==> config.mk <==
export PLATFORM = sky130hd
export DESIGN_NAME = mm_ram
export DESIGN_NICKNAME = d
export VERILOG_FILES = /design/src/hdl/mm_pkg.sv /design/src/hdl/mm_ram.sv
export SDC_FILE = /design/constraint.sdc
export NUM_CORES = 2
export LEC_CHECK = 0
export ABC_AREA = 1
export BUFFER_PORTS_ARGS = -buffer_cell sky130_fd_sc_hd__buf_2
export CAP_MARGIN = 20
export CELL_PAD_IN_SITES_DETAIL_PLACEMENT = 0
export CELL_PAD_IN_SITES_GLOBAL_PLACEMENT = 1
export CORE_MARGIN = 2
export CORE_UTILIZATION = 45
export CTS_CLUSTER_DIAMETER = 60
export DETAILED_ROUTE_END_ITERATION = 8
export MAX_ROUTING_LAYER = met4
export PLACE_DENSITY = 0.78
export SYNTH_ARGS = -nofsm -noshare
export SYNTH_HDL_FRONTEND = slang
export SYNTH_SLANG_ARGS = --single-unit
==> constraint.sdc <==
create_clock -name clk -period 5.85 [get_ports clk]
set_clock_uncertainty 0.05 [all_clocks]
set_input_delay 0.8775 -clock clk [delete_from_list [all_inputs] [get_ports clk]]
set_output_delay 0.8775 -clock clk [all_outputs]
set_load 0.02 [all_outputs]
==> src/hdl/mm_pkg.sv <==
`default_nettype none

package mm_pkg;

    localparam int DATA_W      = 32;
    localparam int POS_W       = 3;
    localparam int DIM_W       = 4;
    localparam int KIND_W      = 2;
    localparam int CFG_IDX_W   = 3;
    localparam int TDATA_W     = 40;
    localparam int IN_TUSER_W  = KIND_W;
    localparam int OUT_TUSER_W = 1;

    localparam int MAX_DIM_DEF   = 8;
    localparam int FRAC_BITS_DEF = 16;

    localparam logic [KIND_W-1:0] KIND_WR_A    = 2'd0;
    localparam logic [KIND_W-1:0] KIND_WR_B    = 2'd1;
    localparam logic [KIND_W-1:0] KIND_COMPUTE = 2'd2;

    localparam logic [CFG_IDX_W-1:0] REG_A_ROWS = 3'd0;
    localparam logic [CFG_IDX_W-1:0] REG_A_COLS = 3'd1;
    localparam logic [CFG_IDX_W-1:0] REG_B_ROWS = 3'd2;
    localparam logic [CFG_IDX_W-1:0] REG_B_COLS = 3'd3;

    localparam logic [DATA_W-1:0] SAT_MAX = 32'h7FFF_FFFF;
    localparam logic [DATA_W-1:0] SAT_MIN = 32'h8000_0000;

    typedef logic [DIM_W-1:0] dim_t;

    typedef struct packed {
        logic valid;
        logic first;
        logic last;
    } mac_ctrl_t;

    function automatic dim_t clamp_dim(input dim_t v, input dim_t max_dim);
        dim_t d;
        d = v;
        if (d == '0)
        begin
            d = DIM_W'(1);
        end
        if (d > max_dim)
        begin
            d = max_dim;
        end
        return d;
    endfunction

endpackage

`default_nettype wire

==> src/hdl/mm_ram.sv <==
`default_nettype none

module mm_ram #(
    parameter int DEPTH  = 64,
    parameter int ADDR_W = 6
) (
    input  wire logic                      clk,
    input  wire logic                      we,
    input  wire logic [ADDR_W-1:0]         waddr,
    input  wire logic [mm_pkg::DATA_W-1:0] wdata,
    input  wire logic [ADDR_W-1:0]         raddr,
    output logic      [mm_pkg::DATA_W-1:0] rdata
);
    import mm_pkg::*;

    logic [DATA_W-1:0] mem [DEPTH];
    logic [DATA_W-1:0] rdata_reg;

    always_ff @(posedge clk)
    begin
        if (we)
        begin
            mem[waddr] <= wdata;
        end
        rdata_reg <= mem[raddr];
    end

    assign rdata = rdata_reg;

endmodule

`default_nettype wire

==> results list <==
- Summed over all layers, the routed wires come to 239,000 um.
- Setup repair after global routing missed its margin: no
- The share of the Yosys chip area taken by registers is 0.751.
- The endpoint identified for the worst register-to-register timing path is rdata[11]$_DFF_P_.
- Wire segments on met2 add up to 111,000 um in the final route.
* Number of global-route vias before repair: 50,400
- The register with the most flip-flops in the layout has 2,048 of them.
- Number of nets in the final layout: 6,809
- First drt pass iteration count: 6
- CTS root buffer: clkbuf_16
* Vias per cell: between 5 and 6
- Setup violations remaining at the end of the flow were counted as 0.
- Net count after synthesis: about 6,800
- Share of cells above drive strength 1: 0.0843
- Of all nets on the critical path, the largest fanout is 171.
* Adder and majority cell fraction of the synthesized area: 0
- Initial core utilization: 0.452
* Cell depth of the worst flop-to-flop path: 8
- The total count of max-transition violations in the final report is 0.
* Source of the worst hold timing path: wdata[12]
* Cell accounting for the most synthesized area: edfxtp_1
- Max Clock Freq: 0.300 GHz
* Worst setup EP type: register
* Worst voltage drop across the vdd grid: around 0.32 mV
- The first routing iteration left about 7,700 violations.
- Crit path cell chain: buf_8 -> inv_16 -> buf_12 -> buf_4 -> nand2_1 -> nand3_1 -> nand3_1 -> nand3_1 -> nand3_1 -> nand2_1 -> nand2_1 -> nand2_1
- Synthesized flop and latch total: ~2,100
- Summing over every cut layer, the via total after detailed routing is ~54,000.
- For this run, the total global-route usage over all layers was measured as 0.260.
* CORE AREA: 0.183 sq mm
* Count of cells resized by post-cts repair: 0
* GPL Wtd Cong: approximately 0.9
* CTS tree: built
- For this run, design rule violations remaining after detail routing come to 0.
- In the finished design, the share of the clock period the worst path needs comes to 0.570.
- Met1 Wirelength: 95,100 um
- Crit path largest cell delay: between 300 and 400 ps
- Met3 Wirelength: ~21,000 um
- Syn Std Cell Area: between 0.08 and 0.09 sq mm
- Yosys warns: 0
* Setup CP Type: primary input to register
- Largest net degree at the start of global routing: 172
* Maximum count of clock buffers along a single path: 3
- The initial antenna violation count was 12.
* Std cell rows: around 160
- The tool flagged a number of max-cap violations equal to 0.
- Reg-to-reg setup timing slack: around 3900 ps
- Cell count after synthesis: approximately 6,800
- Horizontal die dimension: about 430 um
- Req. time, crit path: ~6600 ps
- Cell with the largest stage delay on the worst path: buf_12
- Endpoint of the worst setup timing path: rdata[23]$_DFF_P_
- Clock slew at the register clock pins of the worst setup and hold paths: ~60 ps
- I/O pin total: a little under 80
- In this run the remaining antenna-violating nets after routing total 0.
- Clock sink count: between 2,000 and 2,500
- Worst min path class: primary input to register
- The area growth from synthesis to layout is 12.5%.
- Buffers placed on the I/O ports in this run total 77.
- Dividing the detail-routed wire length by the instance count gives roughly 25 um.
- Number of buffers created by CTS: 206
- The later pin in the worst-skew pair is clocked with a latency of between 800 and 900 ps.
* Transition time of the tightest slew-check pin: approximately 1400 ps
- Detailed placement HPWL: roughly 130,000 um
* Run status: complete, no violations
- Mean cell area of the mapped netlist: roughly 12 sq um
* Post-route worst hold slack: ~220 ps
- Die boundary height: 433 um
* Sort of element at the start of the critical path: primary input
- Signal arrival time at the worst endpoint: 4050 ps
* Share of the synthesized area in the top cell type: 0.743
- Global-route wire length before repair: roughly 350,000 um
* Power density over the cells: 340 mW/mm^2
- Final hold vios: 0
- Once the clock tree was built, the setup fixing pass inserted 0 buffers.
* Final core utilization: 0.509
- After synthesis, the largest family of logic cells by area is simple AND/OR/NAND/NOR gates.
- For the final routed database, the setup TNS stands at 0 ps.
* Cell leakage power: 32.4 nW
- In this run the top signal layer used is met4.
- Post-synthesis share of cell area spent on and, or, nand and nor gates: 0.221
- Unique cell type count in the Yosys netlist: 16
- For this design, the CTS-stage hold fixing added 0 buffers.
- In this run the critical register-to-register path is launched from mem[26][11]$_DFFE_PP_.
- Top post-synthesis cells by area: edfxtp_1 (74%), nand3_1 (12%), nand2_1 (10%)
* Post-Synth XOR/XNOR Area: 0
- The smallest clock period supported by the final layout is computed as 3330 ps.
- Timing startpoint of the critical path: raddr[0]
- After global routing the overflow that remains totals 0.
- The clock tree synthesis step divided the H-tree into 4 levels.
- Multiplexer share of the synthesized area: 0
* Synth Area in Compound Gates: 0
* Relative slew slack: 0.0746
* Die outline area: between 0.15 and 0.2 sq mm
-- logic make-up after synthesis --
family | Yosys count
buf+inv | 461
flops | 2080
simple gates | 4228
-- where the power goes --
part           total (mW)  internal, mW  switching (mW)  leakage [nW]
combinational        2.04         0.448            1.59          10.5
sequential           16.6          16.5          0.0570          18.7
clock                13.1          7.39            5.68          3.22
total                31.7          24.3            7.32          32.4
-- how the worst min path moves through the flow --
stage	to	slack (ps)	cells after the start
floorplan	rdata[0]$_DFF_P_	670	8
global placement	rdata[13]$_DFF_P_	760	8
detailed placement	rdata[29]$_DFF_P_	750	8
CTS	mem[55][12]$_DFFE_PP_	180	1
global route	mem[55][12]$_DFFE_PP_	190	1
finish	mem[55][12]$_DFFE_PP_	220	1
-- cells in the final DEF, fill, tap and decap left out, types with 3 or more instances in the layout --
cell / netlist / final
buf_16: 0 / 9
clkbuf_16: 0 / 208
inv_16: 0 / 4
nand3_1: 1907 / 1907
clkinv_1: 0 / 42
clkbuf_1: 77 / 58
nor4_2: 0 / 8
inv_8: 0 / 3
buf_12: 0 / 46
nor2_4: 0 / 56
buf_8: 2 / 3
buf_2: 282 / 65
diode_2: 0 / 9
buf_4: 45 / 111
dfxtp_1: 32 / 32
nand2_1: 2248 / 2248
inv_1: 9 / 7
clkbuf_8: 0 / 6
nand4_1: 9 / 9
clkinv_2: 0 / 29
inv_6: 0 / 6
clkinvlp_4: 0 / 4
edfxtp_1: 2048 / 2048
bufinv_16: 0 / 17
clkinv_16: 0 / 4
-- metal layers --
layer,global-route usage,vias to the layer above
met5,-,-
met4,0.116,0
met1,0.350,26600
met2,0.391,2641
li1,-,24100
met3,0.0418,456
-- critical path, delay by kind of cell --
kind | cells | cell delay [ps]
and+or+nand+nor | 8 | 1260
buffers and inverters | 4 | 1170
-- synth_stat cells --
cell type	count
buf_6	3
dfxtp_1	32
buf_1	40
inv_2	2
nor2_1	56
buf_2	282
buf_8	2
nand3_1	1907
edfxtp_1	2048
nand2_1	2248
clkbuf_1	77
buf_4	45
inv_1	9
nor4_1	8
nand4_1	9
inv_4	1
-- cell type report --
cell class | count | area (sq um)
diodes | 9 | 22.5
clock buffers | 272 | 5510
clock inverters | 109 | 1130
fillers | 15500 | 89800
inverters | 12 | 81.3
multi-input cells | 4228 | 18800
flip-flops and latches | 2080 | 62100
well taps | 2464 | 3080
repair buffers | 235 | 2380
-- per-stage QoR --
step           cells  instance area, sq um  power, mW  setup slack, ps
2_1_floorplan   6769                 82700       17.9              793
3_3_place_gp    8986                 85700       18.9             1930
3_5_place_dp    9006                 86200       18.9             1890
4_1_cts         9387                 92800       31.7             2760
5_1_grt         9407                 93100       32.5             2590
6_report        9409                 93100       31.7             2520
Note: power is estimated with default switching activity, not from simulation.
