==> src/hdl/mm_pkg.sv <==
`default_nettype none

package mm_pkg;

    localparam int DATA_W      = 32;
    localparam int POS_W       = 3;
    localparam int DIM_W       = 4;
    localparam int KIND_W      = 2;
    localparam int CFG_IDX_W   = 3;
    localparam int TDATA_W     = 40;
    localparam int IN_TUSER_W  = KIND_W;
    localparam int OUT_TUSER_W = 1;

    localparam int MAX_DIM_DEF   = 8;
    localparam int FRAC_BITS_DEF = 16;

    localparam logic [KIND_W-1:0] KIND_WR_A    = 2'd0;
    localparam logic [KIND_W-1:0] KIND_WR_B    = 2'd1;
    localparam logic [KIND_W-1:0] KIND_COMPUTE = 2'd2;

    localparam logic [CFG_IDX_W-1:0] REG_A_ROWS = 3'd0;
    localparam logic [CFG_IDX_W-1:0] REG_A_COLS = 3'd1;
    localparam logic [CFG_IDX_W-1:0] REG_B_ROWS = 3'd2;
    localparam logic [CFG_IDX_W-1:0] REG_B_COLS = 3'd3;

    localparam logic [DATA_W-1:0] SAT_MAX = 32'h7FFF_FFFF;
    localparam logic [DATA_W-1:0] SAT_MIN = 32'h8000_0000;

    typedef logic [DIM_W-1:0] dim_t;

    typedef struct packed {
        logic valid;
        logic first;
        logic last;
    } mac_ctrl_t;

    function automatic dim_t clamp_dim(input dim_t v, input dim_t max_dim);
        dim_t d;
        d = v;
        if (d == '0)
        begin
            d = DIM_W'(1);
        end
        if (d > max_dim)
        begin
            d = max_dim;
        end
        return d;
    endfunction

endpackage

`default_nettype wire

==> src/hdl/mm_mac.sv <==
`default_nettype none

module mm_mac #(
    parameter int MAX_DIM   = mm_pkg::MAX_DIM_DEF,
    parameter int FRAC_BITS = mm_pkg::FRAC_BITS_DEF
) (
    input  wire logic                             clk,
    input  wire logic                             rst_n,
    input  wire mm_pkg::mac_ctrl_t                ctl,
    input  wire logic signed [mm_pkg::DATA_W-1:0] a_data,
    input  wire logic signed [mm_pkg::DATA_W-1:0] b_data,
    output logic                                  done,
    output logic             [mm_pkg::DATA_W-1:0] result
);
    import mm_pkg::*;

    localparam int PROD_W = 2 * DATA_W;
    localparam int ACC_W  = PROD_W + $clog2(MAX_DIM) + 1;

    mac_ctrl_t                 ctl_rd_reg;
    mac_ctrl_t                 ctl_mul_reg;
    logic signed [PROD_W-1:0]  prod_reg;
    logic signed [ACC_W-1:0]   acc_reg;
    logic signed [ACC_W-1:0]   acc_next;
    logic                      done_reg;
    logic signed [ACC_W-1:0]   shifted;
    logic                      fits;

    // read data arrives in the cycle after issue; multiply; then accumulate
    always_comb
    begin
        acc_next = acc_reg;
        if (ctl_mul_reg.valid)
        begin
            acc_next = (ctl_mul_reg.first ? ACC_W'(0) : acc_reg) + ACC_W'(prod_reg);
        end
    end

    always_ff @(posedge clk or negedge rst_n)
    begin
        if (!rst_n)
        begin
            ctl_rd_reg  <= '0;
            ctl_mul_reg <= '0;
            done_reg    <= 1'b0;
        end
        else
        begin
            ctl_rd_reg  <= ctl;
            ctl_mul_reg <= ctl_rd_reg;
            done_reg    <= ctl_mul_reg.valid && ctl_mul_reg.last;
        end
    end

    always_ff @(posedge clk)
    begin
        prod_reg <= a_data * b_data;
        acc_reg  <= acc_next;
    end

    assign shifted = acc_reg >>> FRAC_BITS;
    assign fits    = (&shifted[ACC_W-1:DATA_W-1]) || (~|shifted[ACC_W-1:DATA_W-1]);
    assign result  = fits ? shifted[DATA_W-1:0] : (shifted[ACC_W-1] ? SAT_MIN : SAT_MAX);
    assign done    = done_reg;

endmodule

`default_nettype wire

==> config.mk <==
export PLATFORM = sky130hd
export DESIGN_NAME = mm_mac
export DESIGN_NICKNAME = d
export VERILOG_FILES = /design/src/hdl/mm_pkg.sv /design/src/hdl/mm_mac.sv
export SDC_FILE = /design/constraint.sdc
export NUM_CORES = 2
export LEC_CHECK = 0
export BUFFER_PORTS_ARGS = -buffer_cell sky130_fd_sc_hd__buf_2
export CAP_MARGIN = 5
export CORE_MARGIN = 2
export CORE_UTILIZATION = 67
export CTS_CLUSTER_SIZE = 30
export DETAILED_ROUTE_END_ITERATION = 8
export HOLD_SLACK_MARGIN = 0.05
export PLACE_DENSITY = 0.9
export SYNTH_ARGS = -nofsm -noshare
export SYNTH_HDL_FRONTEND = slang
export SYNTH_SLANG_ARGS = --single-unit
==> constraint.sdc <==
create_clock -name clk -period 5.34 [get_ports clk]
set_clock_uncertainty 0.2 [all_clocks]
set_input_delay 1.602 -clock clk [delete_from_list [all_inputs] [get_ports clk]]
set_output_delay 1.602 -clock clk [all_outputs]
set_load 0.02 [all_outputs]
==> results of run 1 <==
-- metrics by stage --
step	worst slack, ns	setup TNS, ns	cells	hold WS [ns]	utilization
after detailed placement	-3.89	-177.44	5810	0.135	0.762
after floorplan	-3.22	-127.09	4654	0.131	-
after CTS	-3.12	-138.94	5899	0.149	0.796
after global placement	-3.59	-164.08	5810	0.132	0.762
-- routing by layer --
layer	global-route usage	GRT overflow
met3	0.494	2
met1	0.622	7
met5	0.259	1
met4	0.648	83
met2	0.834	90
-- timing repair --
item / CTS
endpoints found under the setup margin: 57
gates resized for setup: 319
pin swaps: 169
setup buffers: 56
hold buffers: 0
endpoints found under the hold margin: 0
gates cloned: 2
-- kinds of logic after synthesis --
| logic type | after synthesis | synth area share |
|---|---|---|
| and+or+nand+nor | 1376 | 0.159 |
| DFF | 139 | 0.0797 |
| adders and majority gates | 1334 | 0.565 |
| buffers and inverters | 1231 | 0.105 |
| muxes | 1 | 0.000228 |
| xor gates and xnor gates | 131 | 0.0261 |
| AOI/OAI and AO/OA | 442 | 0.0646 |
==> results.cfg, run 1 <==
[die]
die_h_um = 260
initial_core_util = 0.680
io_pins = 102
std_cell_rows = 93
die_w_um = 260

[logic_synthesis]
yosys-top-cells-area = sky130_fd_sc_hd__fa_1 (49%), sky130_fd_sc_hd__inv_1 (8.5%), sky130_fd_sc_hd__and2_1 (7.4%), sky130_fd_sc_hd__ha_1 (7.2%), sky130_fd_sc_hd__nand2_1 (4.7%)
mappedNetlistArea_sq_mm = 0.0439
mappedNetlistNets = 6057
synth_most_common_cell = sky130_fd_sc_hd__fa_1
ys_types = 66
postSynthRegisterBits = 139
synth-edff-count = 68
synth_warnings = 0
syn_avg_cell_area_sq_um = 9.43
yosys.area.top_type = sky130_fd_sc_hd__fa_1
yosys-top-cells-count = sky130_fd_sc_hd__fa_1 (1083), sky130_fd_sc_hd__inv_1 (995), sky130_fd_sc_hd__nand2_1 (547)
ys_seq_area_frac = 0.0797
syn_inst = 4654
asyncSetResetFlopFracSynth = 0.0504
netlist.area_leader.share = 0.494
postSynth.topFlopCell = sky130_fd_sc_hd__edfxtp_1

[cts]
cts_num_sinks = 139
cts_buffers = 17
cts-root-buf = sky130_fd_sc_hd__clkbuf_16
clk_buf_depth = 2
cts_htree_levels = 4

[place]
gpl.final_weighted_congestion = 0.975
count_of_buffers_from_port_buffering = 101
place_hpwl_mm = 107
placed_cell_area_sq_mm = 0.0492

[global_routing]
grt_max_degree = 69
globalRouteOverflowTotal = 183
global_route.usage.total = 0.648

[status]
stop_error = [ERROR GRT-0232] Routing congestion too high. Check the congestion heatmap in the GUI.
stop_stage = 5_1_grt
outcome = aborted with a tool error

[sta]
worst-ep-kind = sequential cell input
globalroute.repair_timing.worst_endpoint = prod_reg[60]$_DFF_P_/D
==> run 2, diff against run 1 <==
--- a/config.mk
+++ b/config.mk
@@ -8,11 +8,9 @@
 export BUFFER_PORTS_ARGS = -buffer_cell sky130_fd_sc_hd__buf_2
 export CAP_MARGIN = 5
 export CORE_MARGIN = 2
-export CORE_UTILIZATION = 67
-export CTS_CLUSTER_SIZE = 30
+export CORE_UTILIZATION = 40
 export DETAILED_ROUTE_END_ITERATION = 8
-export HOLD_SLACK_MARGIN = 0.05
-export PLACE_DENSITY = 0.9
+export PLACE_DENSITY_LB_ADDON = 0.15
 export SYNTH_ARGS = -nofsm -noshare
 export SYNTH_HDL_FRONTEND = slang
 export SYNTH_SLANG_ARGS = --single-unit
==> results.cfg, run 2 <==
[die]
die-area_sq_mm = 0.112
std_cell_rows = 121
initial_core_util = 0.403
die_h_um = 335
die_w_um = 335
placeableCoreArea_sq_mm = 0.109
io_pins = 102

[worst_setup_path]
reg2reg_depth = 14
setup.worst_path.start_class = primary input
worstSetupPathType = primary input to flip-flop
setup.worst_path.start = b_data[2]
critical_path_required_ns = 5.52
crit_path_end_kind = flip-flop
max_fanout_on_critical_path = 7
ff2ff_setup_slack_ns = 0.78
arrival_time_of_data_at_the_critical_path_endpoint_ns = 8.59
worstReg2RegStart = ctl_mul_reg[1]$_DFF_PN0_
crit_path_end = prod_reg[61]$_DFF_P_
worstReg2RegEnd = acc_reg[67]$_DFFE_PP_

[cts]
cts.clk_slew.worst_paths_ns = 0.06
cts_num_sinks = 139
cts_buffers = 17
clk-insertion-delay-late_ns = 0.45
clk_buf_depth = 2
cts-root-buf = sky130_fd_sc_hd__clkbuf_16
cts_htree_levels = 4
cts_tree = done

[logic_synthesis]
syn_inst = 4654
ys_types = 66
netlist.area_leader.share = 0.494
ys_seq_area_frac = 0.0797
synth-edff-count = 68
postSynth.topFlopCell = sky130_fd_sc_hd__edfxtp_1
mappedNetlistArea_sq_mm = 0.0439
yosys-top-cells-count = sky130_fd_sc_hd__fa_1 (1083), sky130_fd_sc_hd__inv_1 (995), sky130_fd_sc_hd__nand2_1 (547)
synth_warnings = 0
postSynthRegisterBits = 139
syn_avg_cell_area_sq_um = 9.43
yosys-top-cells-area = sky130_fd_sc_hd__fa_1 (49%), sky130_fd_sc_hd__inv_1 (8.5%), sky130_fd_sc_hd__and2_1 (7.4%), sky130_fd_sc_hd__ha_1 (7.2%), sky130_fd_sc_hd__nand2_1 (4.7%)
synth_most_common_cell = sky130_fd_sc_hd__fa_1
yosys.area.top_type = sky130_fd_sc_hd__fa_1
mappedNetlistNets = 6057
asyncSetResetFlopFracSynth = 0.0504

[sta]
worst_slew_pin_slew_ns = 1.11
rsz_0062_raised_after_global_routing = yes
timing_hold_violations_final = 0
post-route-min-period_ns = 8.41
achievable-frequency_mhz = 119
setup_viol = 57
slew_viol_final = 0
final.period_utilization = 1.57
timing.max_slew.rel_slack = 0.261
fin_ws_ns = -3.07
whs_ns = 0.148

[final_layout]
stdcell_area_sq_mm = 0.0537
layout.nets = 6486
final_common_cell = sky130_fd_sc_hd__fa_1
largest_reg_flops = 68
drive_above_1_share = 0.201
multi_input_area_sq_mm = 0.0377
layout.cells.most_common_list = sky130_fd_sc_hd__fa_1 (1020), sky130_fd_sc_hd__inv_1 (958), sky130_fd_sc_hd__nand2_1 (516)
layout.filler_cells = 10202
area.sequential_sq_mm = 0.00350
area_growth_syn_to_layout_pct = 22.3

[job]
max_cap_viols = 0

[global_routing]
antenna_found_initial = 2
globalRouteOverflowTotal = 0
global_route.usage.total = 0.224
vias_in_the_first_global_route = 36233
grt_pass1_wl_mm = 198
grt_max_degree = 64

[drt]
drc_violation_total_after_the_first_tritonroute_iteration = 1272
route.detailed.drc = 0
route.final.wire_length_mm = 120
wire_per_inst_um = 18.4
postRouteAntennaNets = 0
route.vias.total = 32083
drt-pass1-iter-count = 5
viasPerCell = 4.93

[place]
placed_cell_area_sq_mm = 0.0499
place_hpwl_mm = 103
count_of_buffers_from_port_buffering = 101
gpl.final_weighted_congestion = 0.853

[status]
failed_checks = setup timing
outcome = finished, violations left

[worst_hold_path]
hold_path.class = flip-flop to flip-flop
-- run 2: cell counts after synthesis --
No cell type changed its count.
-- run 2: worst min-delay path by stage --
stage	start	endpoint	slack (ns)	cells after the start
final	ctl_rd_reg[1]$_DFF_PN0_	ctl_mul_reg[1]$_DFF_PN0_	0.15	0
after CTS	ctl_rd_reg[1]$_DFF_PN0_	ctl_mul_reg[1]$_DFF_PN0_	0.15	0
after global routing	ctl_rd_reg[0]$_DFF_PN0_	ctl_mul_reg[0]$_DFF_PN0_	0.17	0
after global placement	ctl_rd_reg[0]$_DFF_PN0_	ctl_mul_reg[0]$_DFF_PN0_	0.13	0
after detailed placement	ctl_rd_reg[1]$_DFF_PN0_	ctl_mul_reg[1]$_DFF_PN0_	0.13	0
after floorplan	ctl_rd_reg[0]$_DFF_PN0_	ctl_mul_reg[0]$_DFF_PN0_	0.13	0
-- run 2: critical path, stage by stage --
cell and delay [ns]:
sky130_fd_sc_hd__buf_12 0.11, sky130_fd_sc_hd__buf_12 0.16, sky130_fd_sc_hd__nand2_4 0.06, sky130_fd_sc_hd__fa_1 0.57
sky130_fd_sc_hd__fa_1 0.45, sky130_fd_sc_hd__fa_1 0.54, sky130_fd_sc_hd__fa_1 0.55, sky130_fd_sc_hd__inv_1 0.05
sky130_fd_sc_hd__fa_1 0.47, sky130_fd_sc_hd__fa_1 0.60, sky130_fd_sc_hd__fa_1 0.45, sky130_fd_sc_hd__fa_1 0.50
sky130_fd_sc_hd__ha_4 0.31, sky130_fd_sc_hd__buf_6 0.10, sky130_fd_sc_hd__a21oi_4 0.05, sky130_fd_sc_hd__buf_6 0.11
sky130_fd_sc_hd__o211ai_1 0.16, sky130_fd_sc_hd__o22a_1 0.20, sky130_fd_sc_hd__nand2_2 0.10, sky130_fd_sc_hd__a2111oi_4 0.49
sky130_fd_sc_hd__o21a_1 0.20, sky130_fd_sc_hd__buf_4 0.11, sky130_fd_sc_hd__or2_4 0.12, sky130_fd_sc_hd__a31o_4 0.16
sky130_fd_sc_hd__nand2_2 0.06, sky130_fd_sc_hd__a21oi_2 0.16, sky130_fd_sc_hd__xor2_1 0.14
-- run 2: kinds of logic after synthesis --
| group | count (synthesis) | synth area share |
|---|---|---|
| xor+xnor | 131 | 0.0261 |
| simple gates | 1376 | 0.159 |
| flops | 139 | 0.0797 |
| fa+ha+maj | 1334 | 0.565 |
| mux | 1 | 0.000228 |
| buf+inv | 1231 | 0.105 |
| compound gates | 442 | 0.0646 |
-- run 2: metal layers --
layer	track usage	wire (um)	part of all wire	vias up
li1	-	-	-	14693
met1	0.285	50300	0.42	16742
met2	0.420	64000	0.53	530
met3	0.0163	3490	0.029	118
met4	0.0350	2050	0.017	0
met5	0	0	0	-
-- run 2: metrics by stage --
stage,worst slack [ns],cells,util,TNS (ns)
3_5_place_dp,-3.99,6391,0.459,-180.17
6_report,-3.07,6511,0.493,-135.43
5_1_grt,-3.27,6511,0.493,-145.35
4_1_cts,-3.10,6487,0.483,-134.15
3_3_place_gp,-3.87,6391,0.459,-177.36
2_1_floorplan,-3.22,4654,-,-127.09
-- run 2: area by class of cell --
class,count,share of cell area
antenna,1,0.0000466
clock buffer,19,0.00825
clock inverter,13,0.00287
inverter,995,0.0698
multi-input combinational,3284,0.703
sequential,139,0.0652
tap,1414,0.0330
timing repair buffer,646,0.118
-- run 2: repair_timing --
| action | 4_1_cts | 5_1_grt |
|---|---|---|
| setup buffers | 63 | 41 |
| resized for setup | 331 | 208 |
| endpoints found under the setup margin | 58 | 58 |
| endpoints found under the hold margin | 0 | 0 |
| hold buffers | 0 | 0 |
| cloned | 9 | 3 |
| pin swaps | 138 | 165 |
Power of run 2 is left out: the tool's default activity adds up to more than one toggle a clock period on the data nets, which glitch-free logic cannot reach.
